$ cat config.mk
export PLATFORM = sky130hd
export DESIGN_NAME = q2e_isqrt
export DESIGN_NICKNAME = d
export VERILOG_FILES = /design/src/rtl/core/q2e_pkg.sv /design/src/rtl/core/q2e_isqrt.sv
export SDC_FILE = /design/constraint.sdc
export NUM_CORES = 2
export LEC_CHECK = 0
export BUFFER_PORTS_ARGS = -buffer_cell sky130_fd_sc_hd__buf_4
export CAP_MARGIN = 15
export CORE_AREA = 2 2 606 608
export DETAILED_ROUTE_END_ITERATION = 8
export DIE_AREA = 0 0 608 610
export PLACE_DENSITY = 0.45
export SYNTH_ARGS = -nofsm -noshare
export SYNTH_HDL_FRONTEND = slang
export SYNTH_SLANG_ARGS = --single-unit
$ cat constraint.sdc
create_clock -name clk -period 3.5 [get_ports clk]
set_input_delay 0.175 -clock clk [delete_from_list [all_inputs] [get_ports clk]]
set_output_delay 0.175 -clock clk [all_outputs]
set_load 0.05 [all_outputs]
$ cat src/rtl/core/q2e_pkg.sv
package q2e_pkg;

	localparam int SampleBitsDef   = 16;
	localparam int CordicStagesDef = 16;
	localparam int AngTabLen       = 24;
	// working width of CORDIC x/y: products at 2^46 = one, sums up to ~2^48, growth ~1.65
	localparam int CW = 52;

	typedef struct packed {
		logic signed [SampleBitsDef-1:0] q_w;
		logic signed [SampleBitsDef-1:0] q_x;
		logic signed [SampleBitsDef-1:0] q_y;
		logic signed [SampleBitsDef-1:0] q_z;
	} q2e_in_t;

	typedef struct packed {
		logic signed [15:0] roll;
		logic signed [15:0] pitch;
		logic signed [15:0] yaw;
		logic               pitch_clamped;
	} q2e_out_t;

	// one CORDIC lane word
	typedef struct packed {
		logic                 act;   // still rotating (y not yet hit zero)
		logic signed [CW-1:0] x;
		logic signed [CW-1:0] y;
		logic [31:0]          z;
	} q2e_lane_t;

	function automatic logic [31:0] ang_tab(input int i);
		logic [31:0] t [AngTabLen];
		t = '{32'd536870912, 32'd316933406, 32'd167458907, 32'd85004756, 32'd42667331,
			32'd21354465, 32'd10679838, 32'd5340245, 32'd2670163, 32'd1335087,
			32'd667544, 32'd333772, 32'd166886, 32'd83443, 32'd41722, 32'd20861,
			32'd10430, 32'd5215, 32'd2608, 32'd1304, 32'd652, 32'd326, 32'd163,
			32'd81};
		return t[i];
	endfunction

	// atan2 setup: quadrant fold, zero vector gives zero angle
	function automatic q2e_lane_t lane_init(input logic signed [CW-1:0] y,
		input logic signed [CW-1:0] x);
		q2e_lane_t l;
		l.act = 1'b1;
		l.x = x;
		l.y = y;
		l.z = '0;
		if (x < 0) begin
			l.x = -x;
			l.y = -y;
			l.z = 32'h8000_0000;
		end
		return l;
	endfunction

	function automatic logic [15:0] angle16(input logic [31:0] z);
		logic [31:0] t;
		t = z + 32'h8000;
		return t[31:16];
	endfunction

endpackage

$ cat src/rtl/core/q2e_isqrt.sv
module q2e_isqrt
	import q2e_pkg::*;
(
	input  logic        clk,
	input  logic [60:0] n_in,     // 2^60 - s30^2
	input  logic [31:0] s_in,     // s30 carried alongside
	output logic [30:0] root,
	output logic [31:0] s_out
);

	// one result bit per cell, restoring method, 31 cells
	localparam int NB = 31;

	logic [61:0] rem_c [NB+1];
	logic [30:0] r_c   [NB+1];
	logic [31:0] s_c   [NB+1];

	assign rem_c[0] = {1'b0, n_in};
	assign r_c[0]   = '0;
	assign s_c[0]   = s_in;

	for (genvar i = 0; i < NB; i++) begin : g_cell
		localparam int B = NB - 1 - i;
		logic [61:0] trial;
		logic [61:0] rem_n;
		logic [30:0] r_n;
		always_comb begin
			trial = ({31'b0, r_c[i]} << (B + 1)) + (62'd1 << (2 * B));
			rem_n = rem_c[i];
			r_n   = r_c[i];
			if (rem_c[i] >= trial) begin
				rem_n = rem_c[i] - trial;
				r_n[B] = 1'b1;
			end
		end
		always_ff @(posedge clk) begin
			rem_c[i+1] <= rem_n;
			r_c[i+1]   <= r_n;
			s_c[i+1]   <= s_c[i];
		end
	end

	assign root  = r_c[NB];
	assign s_out = s_c[NB];

endmodule

Yosys cells after proc, flatten, opt, wreduce, memory -nomap -nowiden
Index checks and enable logic that the tools add are counted.
{"block": "classes", "addsub": 60, "n_lt_le_gt_ge": 31, "n_mux": 31}
{"operator": "$mux 62", "count": 29}
{"operator": "$add 61x59->62 const B", "count": 1}
{"operator": "$ge 62x33->1", "count": 1}
{"operator": "$ge 62x34->1", "count": 1}
{"operator": "$ge 62x35->1", "count": 1}
{"operator": "$ge 62x36->1", "count": 1}
{"operator": "$ge 62x37->1", "count": 1}
{"operator": "$ge 62x38->1", "count": 1}
{"operator": "$ge 62x39->1", "count": 1}
{"operator": "$ge 62x40->1", "count": 1}
{"operator": "$ge 62x41->1", "count": 1}
{"operator": "$ge 62x42->1", "count": 1}
{"operator": "$ge 62x43->1", "count": 1}
{"operator": "$ge 62x44->1", "count": 1}
{"operator": "$ge 62x45->1", "count": 1}
{"operator": "$ge 62x46->1", "count": 1}
{"operator": "$ge 62x47->1", "count": 1}
{"operator": "$ge 62x48->1", "count": 1}
{"operator": "$ge 62x49->1", "count": 1}
{"operator": "$ge 62x50->1", "count": 1}
{"operator": "$ge 62x51->1", "count": 1}
{"operator": "$ge 62x52->1", "count": 1}
{"operator": "$ge 62x53->1", "count": 1}
{"operator": "$ge 62x54->1", "count": 1}
{"operator": "other kinds (70)", "count": 70}
{"block": "totals", "register_bits": 3348, "wordCells": 245}

Depth between registers and ports, before layout
{"block": "logic_depth", "word_depth": 3, "ltp_mapped": 15, "depth_no_buf": 13}

Least setup slack after synthesis
No wires, ideal clock.
{"block": "synth_path", "kind": "register to register", "start": "register r_c, in the netlist g_cell[26].r_n[19]", "end": "register rem_c[309] (netlist name)", "setup_time_ns": 0.118, "t_arrival_ns": 3.249, "required_ns": 3.382, "path_slack_ns": 0.133, "stages_incl_launch_ff": 14, "n_path_buf": 1, "synth_period_minus_slack_ns": 3.367, "cell_sequence": "dfxtp_1 -> inv_1 -> ha_1 -> clkbuf_1 -> a21o_1 -> a21o_1 -> a221oi_1 -> o21ai_1 -> a221o_1 -> nor3b_1 -> o31a_1 -> nor4b_4 -> or3b_1 -> xnor2_1"}
{"block": "synth_between", "elab_chain_cells": 3, "word_cells_on_any_way": 4}
{"element": "from (decl)", "line": "q2e_isqrt.sv:15", "text": "logic [30:0] r_c [NB+1];"}
{"element": "from (signal, indexed assignment)", "line": "q2e_isqrt.sv:38", "text": "r_c[i+1] <= r_n;"}
{"element": "$add 36x9->37 *", "line": "q2e_isqrt.sv:28", "text": "trial = ({31'b0, r_c[i]} << (B + 1)) + (62'd1 << (2 * B));"}
{"element": "$sub 62x37->62 / $ge 62x37->1 (equally long branches)", "line": "q2e_isqrt.sv:32, q2e_isqrt.sv:31"}
{"element": "$mux 62 *", "line": "q2e_isqrt.sv:31", "text": "if (rem_c[i] >= trial) begin"}
{"element": "named net g_cell[26].rem_n[61]", "line": "q2e_isqrt.sv:25", "text": "logic [61:0] rem_n;"}
{"element": "to (signal, indexed assignment)", "line": "q2e_isqrt.sv:37", "text": "rem_c[i+1] <= rem_n;"}
{"element": "to (decl)", "line": "q2e_isqrt.sv:14", "text": "logic [61:0] rem_c [NB+1];"}
The timed path passes the listed nets; every way through them passes the cells marked *.
A chain may end at the register's enable or synchronous reset.

Final worst setup path
{"block": "layout_path", "start": "register r_c, in the netlist g_cell[22].r_n[17]", "end": "register rem_c[547] (netlist name)"}
{"block": "layout_between", "elab_chain_cells": 3, "word_cells_on_any_way": 4}
{"element": "$add 40x17->41 *", "line": "q2e_isqrt.sv:28"}
{"element": "$sub 62x41->62 / $ge 62x41->1 (equally long branches)", "line": "q2e_isqrt.sv:32, q2e_isqrt.sv:31"}
{"element": "$mux 62 *", "line": "q2e_isqrt.sv:31"}
{"element": "named net g_cell[22].rem_n[51]", "line": "q2e_isqrt.sv:25"}
Marks and branches as above.

==> out/summary.txt <==
P_leak: 0.0607 uW
Power Dens Cells: 806 nW/um2
Initial antenna violation count: 14
Post-synth EDFFs: 0
Initial DRC count: 3,720
Final worst path period need: 3.56 ns
Synthesized instance count: 9,930
Yosys top cell by area: dfxtp_1
Final setup vio count: 3
Status: finished with violations
Cts bufs inserted: 354
WL/cell: 17.7 um
Peak supply drop: 438 uV
CORE AREA: 364,000 um2
Critical path arrival: 4.35 ns
CP max stage cell: or4_4
TritonCTS clock tree: done
Via density: 4.49
DRC errors left: 0
Initial Util: 0.299
Reg2reg start: g_cell[22].r_n[17]
Synth unique cells: 93
Slew Limit Fails: 0
First-pass GRT wire length: 439,000 um
Async SR Flop Fraction: 0
Clock skew: 0.123 ns
Crit-path max FO: 6
DRT Pass-1 Iters: 5
Clock Path Buffers: 4
HP Start: s_c[50]
IO Port Bufs: 156
Worst rel slew slack: 0.173
Vias in the first global route: 75,817
Fin crit share: 1.02
Synth top area cells: dfxtp_1 (62%), ha_1 (6.0%), xor2_1 (3.4%), xnor2_1 (3.3%), a21oi_1 (2.8%)
Die height: 610 um
CP endpoint kind: flop
Layout cells sized above 1: 0.156
H-Tree Depth: 5
IO Pins: 157
Cell Chain, Critical Path: inv_1 > ha_4 > buf_4 > and3_2 > nand4_1 > nor4_4 > and4bb_2 > nand2_2 > a21oi_2 > or4_4 > or4_4 > buf_8 > nor4_4 > xor2_1
Clock root buffer: clkbuf_16
Worst-path clk slew: 0.07 ns
Final worst slack: -0.0551 ns
Reg area: 67,100 um2
Sequential share of the synthesized area: 0.615
CP Launch Point: g_cell[22].r_n[17]
Tightest Pin Transition: 1.24 ns
Chip Width: 608 um
Row count: 222
Remaining global-route overflow: 0
Die area: 371,000 um2
Area Growth Syn to Fin: 24.8%
Yosys Warn Count: 0
Via count: 72,972
GPL Wtd Cong: 0.904
GRT Resource Usage Total: 0.151
Commonest non-fill, non-tap cell in the layout: dfxtp_1
CP max stage delay: 0.55 ns
Delay-heaviest family, CP: simple AND/OR/NAND/NOR gates
Routed Antenna Nets: 0
Worst Setup Path Type: flop to flop
Max-Cap Viols: 0
Total Wirelength: 287,000 um
Post-Layout Cell Count: 16,261
Failing checks: setup timing
RSZ-0062 raised after global routing: yes
Clock insertion delay at the later pin of the skew report: 0.97 ns
Most frequent cells in the layout: dfxtp_1 (3,326), buf_4 (786), inv_1 (650)
Fin. Hold Viols: 0
Placed Cells incl. Taps: 15,306
Worst Setup Start Kind: flop
Hpwl dp: 223,000 um
#FFs+latches synth: 3,348
Fillers: 35,509
Fmax achieved: 281 MHz
Post-Synthesis Cell Area: 109,000 um2
Post-layout util: 0.373
Multi-input logic area: 40,000 um2
Largest net degree at the start of global routing: 56
Area share of the largest cell type after synthesis: 0.615
Syn Area/Cell: 11.0 um2
Worst Hold Class: flop to flop
CP Buf/Inv Count: 3
Nets: 11,676
Primary FF master, synth: dfxtp_1
Setup_tns: -0.0643 ns
Num Clock Sinks: 3,348
WP data required: 4.30 ns
[logic make-up after synthesis]
logic type | count (synthesis) | synth area share
AOI/OAI and AO/OA | 1676 | 0.0949
buffers and inverters | 877 | 0.0315
muxes | 89 | 0.00908
DFF | 3348 | 0.615
xor gates and xnor gates | 830 | 0.0667
adders and majority gates | 523 | 0.0601
other | 1 | 0.0000344
and+or+nand+nor | 2586 | 0.122
[synth_stat cells, types with 9 or more instances]
| cell | instances |
|---|---|
| dfxtp_1 | 3348 |
| inv_1 | 653 |
| nor2_1 | 630 |
| a21oi_1 | 600 |
| ha_1 | 523 |
| nand2_1 | 521 |
| xor2_1 | 421 |
| xnor2_1 | 409 |
| o21ai_0 | 381 |
| nor4_1 | 305 |
| nor3_1 | 260 |
| a21o_1 | 219 |
| clkbuf_1 | 168 |
| nand4_1 | 152 |
| nand3_1 | 129 |
| or3_1 | 110 |
| nand2b_1 | 102 |
| o21a_1 | 87 |
| mux2_2 | 78 |
| nor2b_1 | 70 |
| or4_1 | 57 |
| a31oi_1 | 51 |
| o21bai_1 | 44 |
| o31ai_1 | 43 |
| or2_2 | 39 |
| and3_1 | 38 |
| nor4b_1 | 37 |
| a211oi_1 | 36 |
| buf_4 | 34 |
| a21boi_0 | 24 |
| nand3b_1 | 24 |
| nor3b_1 | 23 |
| o211ai_1 | 23 |
| and2_1 | 18 |
| o2111ai_1 | 16 |
| a221oi_1 | 13 |
| and4b_1 | 12 |
| buf_2 | 12 |
| nand4b_1 | 12 |
| o31a_1 | 12 |
| a2111oi_0 | 11 |
| mux2i_1 | 11 |
| o41ai_1 | 10 |
| and4_1 | 9 |
| buf_1 | 9 |
[area by class of cell]
type                    count  area share
flip-flops and latches   3348       0.493
repair buffers            995      0.0597
multi-input cells        5706       0.295
inverters                 654      0.0181
clock buffers             499      0.0749
well taps                4816      0.0443
diodes                    101     0.00186
clock inverters           142      0.0131
[state kept, by name, indices dropped and copies added (netlist names)]
signal      flops
g_cell.r_n    465
rem_c        1860
root           31
s_c           960
s_out          32
[metal layers]
layer | vias to the layer above | global-route usage | routed length, um
li1 | 36444 | - | -
met1 | 34526 | 0.162 | 113000
met5 | - | 0 | 0
met3 | 616 | 0.0228 | 10800
met4 | 0 | 0.0782 | 16000
met2 | 1386 | 0.284 | 148000
[per-stage QoR]
stage | total power (uW) | setup WS (ns) | hold WS, ns | area (um2)
floorplan | 63100 | 0.133 | 0.203 | 109000
global placement | 71800 | -0.608 | 0.279 | 120000
detailed placement | 72000 | -0.652 | 0.281 | 120000
CTS | 111000 | -0.00824 | 0.290 | 135000
global route | 115000 | -0.170 | 0.303 | 136000
finish | 109000 | -0.0551 | 0.291 | 136000
[final timing paths]
check        slack, ns          to  depth (start not counted)
max              -0.06  rem_c[547]                         14
min               0.29   s_out[18]                          0
max reg2reg      -0.06  rem_c[547]                         14
min reg2reg       0.29   s_out[18]                          0
[repair_timing]
action | 4_1_cts | 5_1_grt
endpoints found under the hold margin | 93 | 0
pin swaps | 41 | 65
hold buffers | 186 | 0
resized for setup | 128 | 189
setup endpoints to repair | 231 | 299
buffers inserted | 8 | 21
cloned | 0 | 0
[power breakdown]
part	switching [uW]	total [uW]	internal, uW
Combinational	11600	21700	10100
Clock	15500	37600	22100
Sequential	5580	50200	44600
Total	32700	109000	76800
Power figures use the tool's default switching activity.
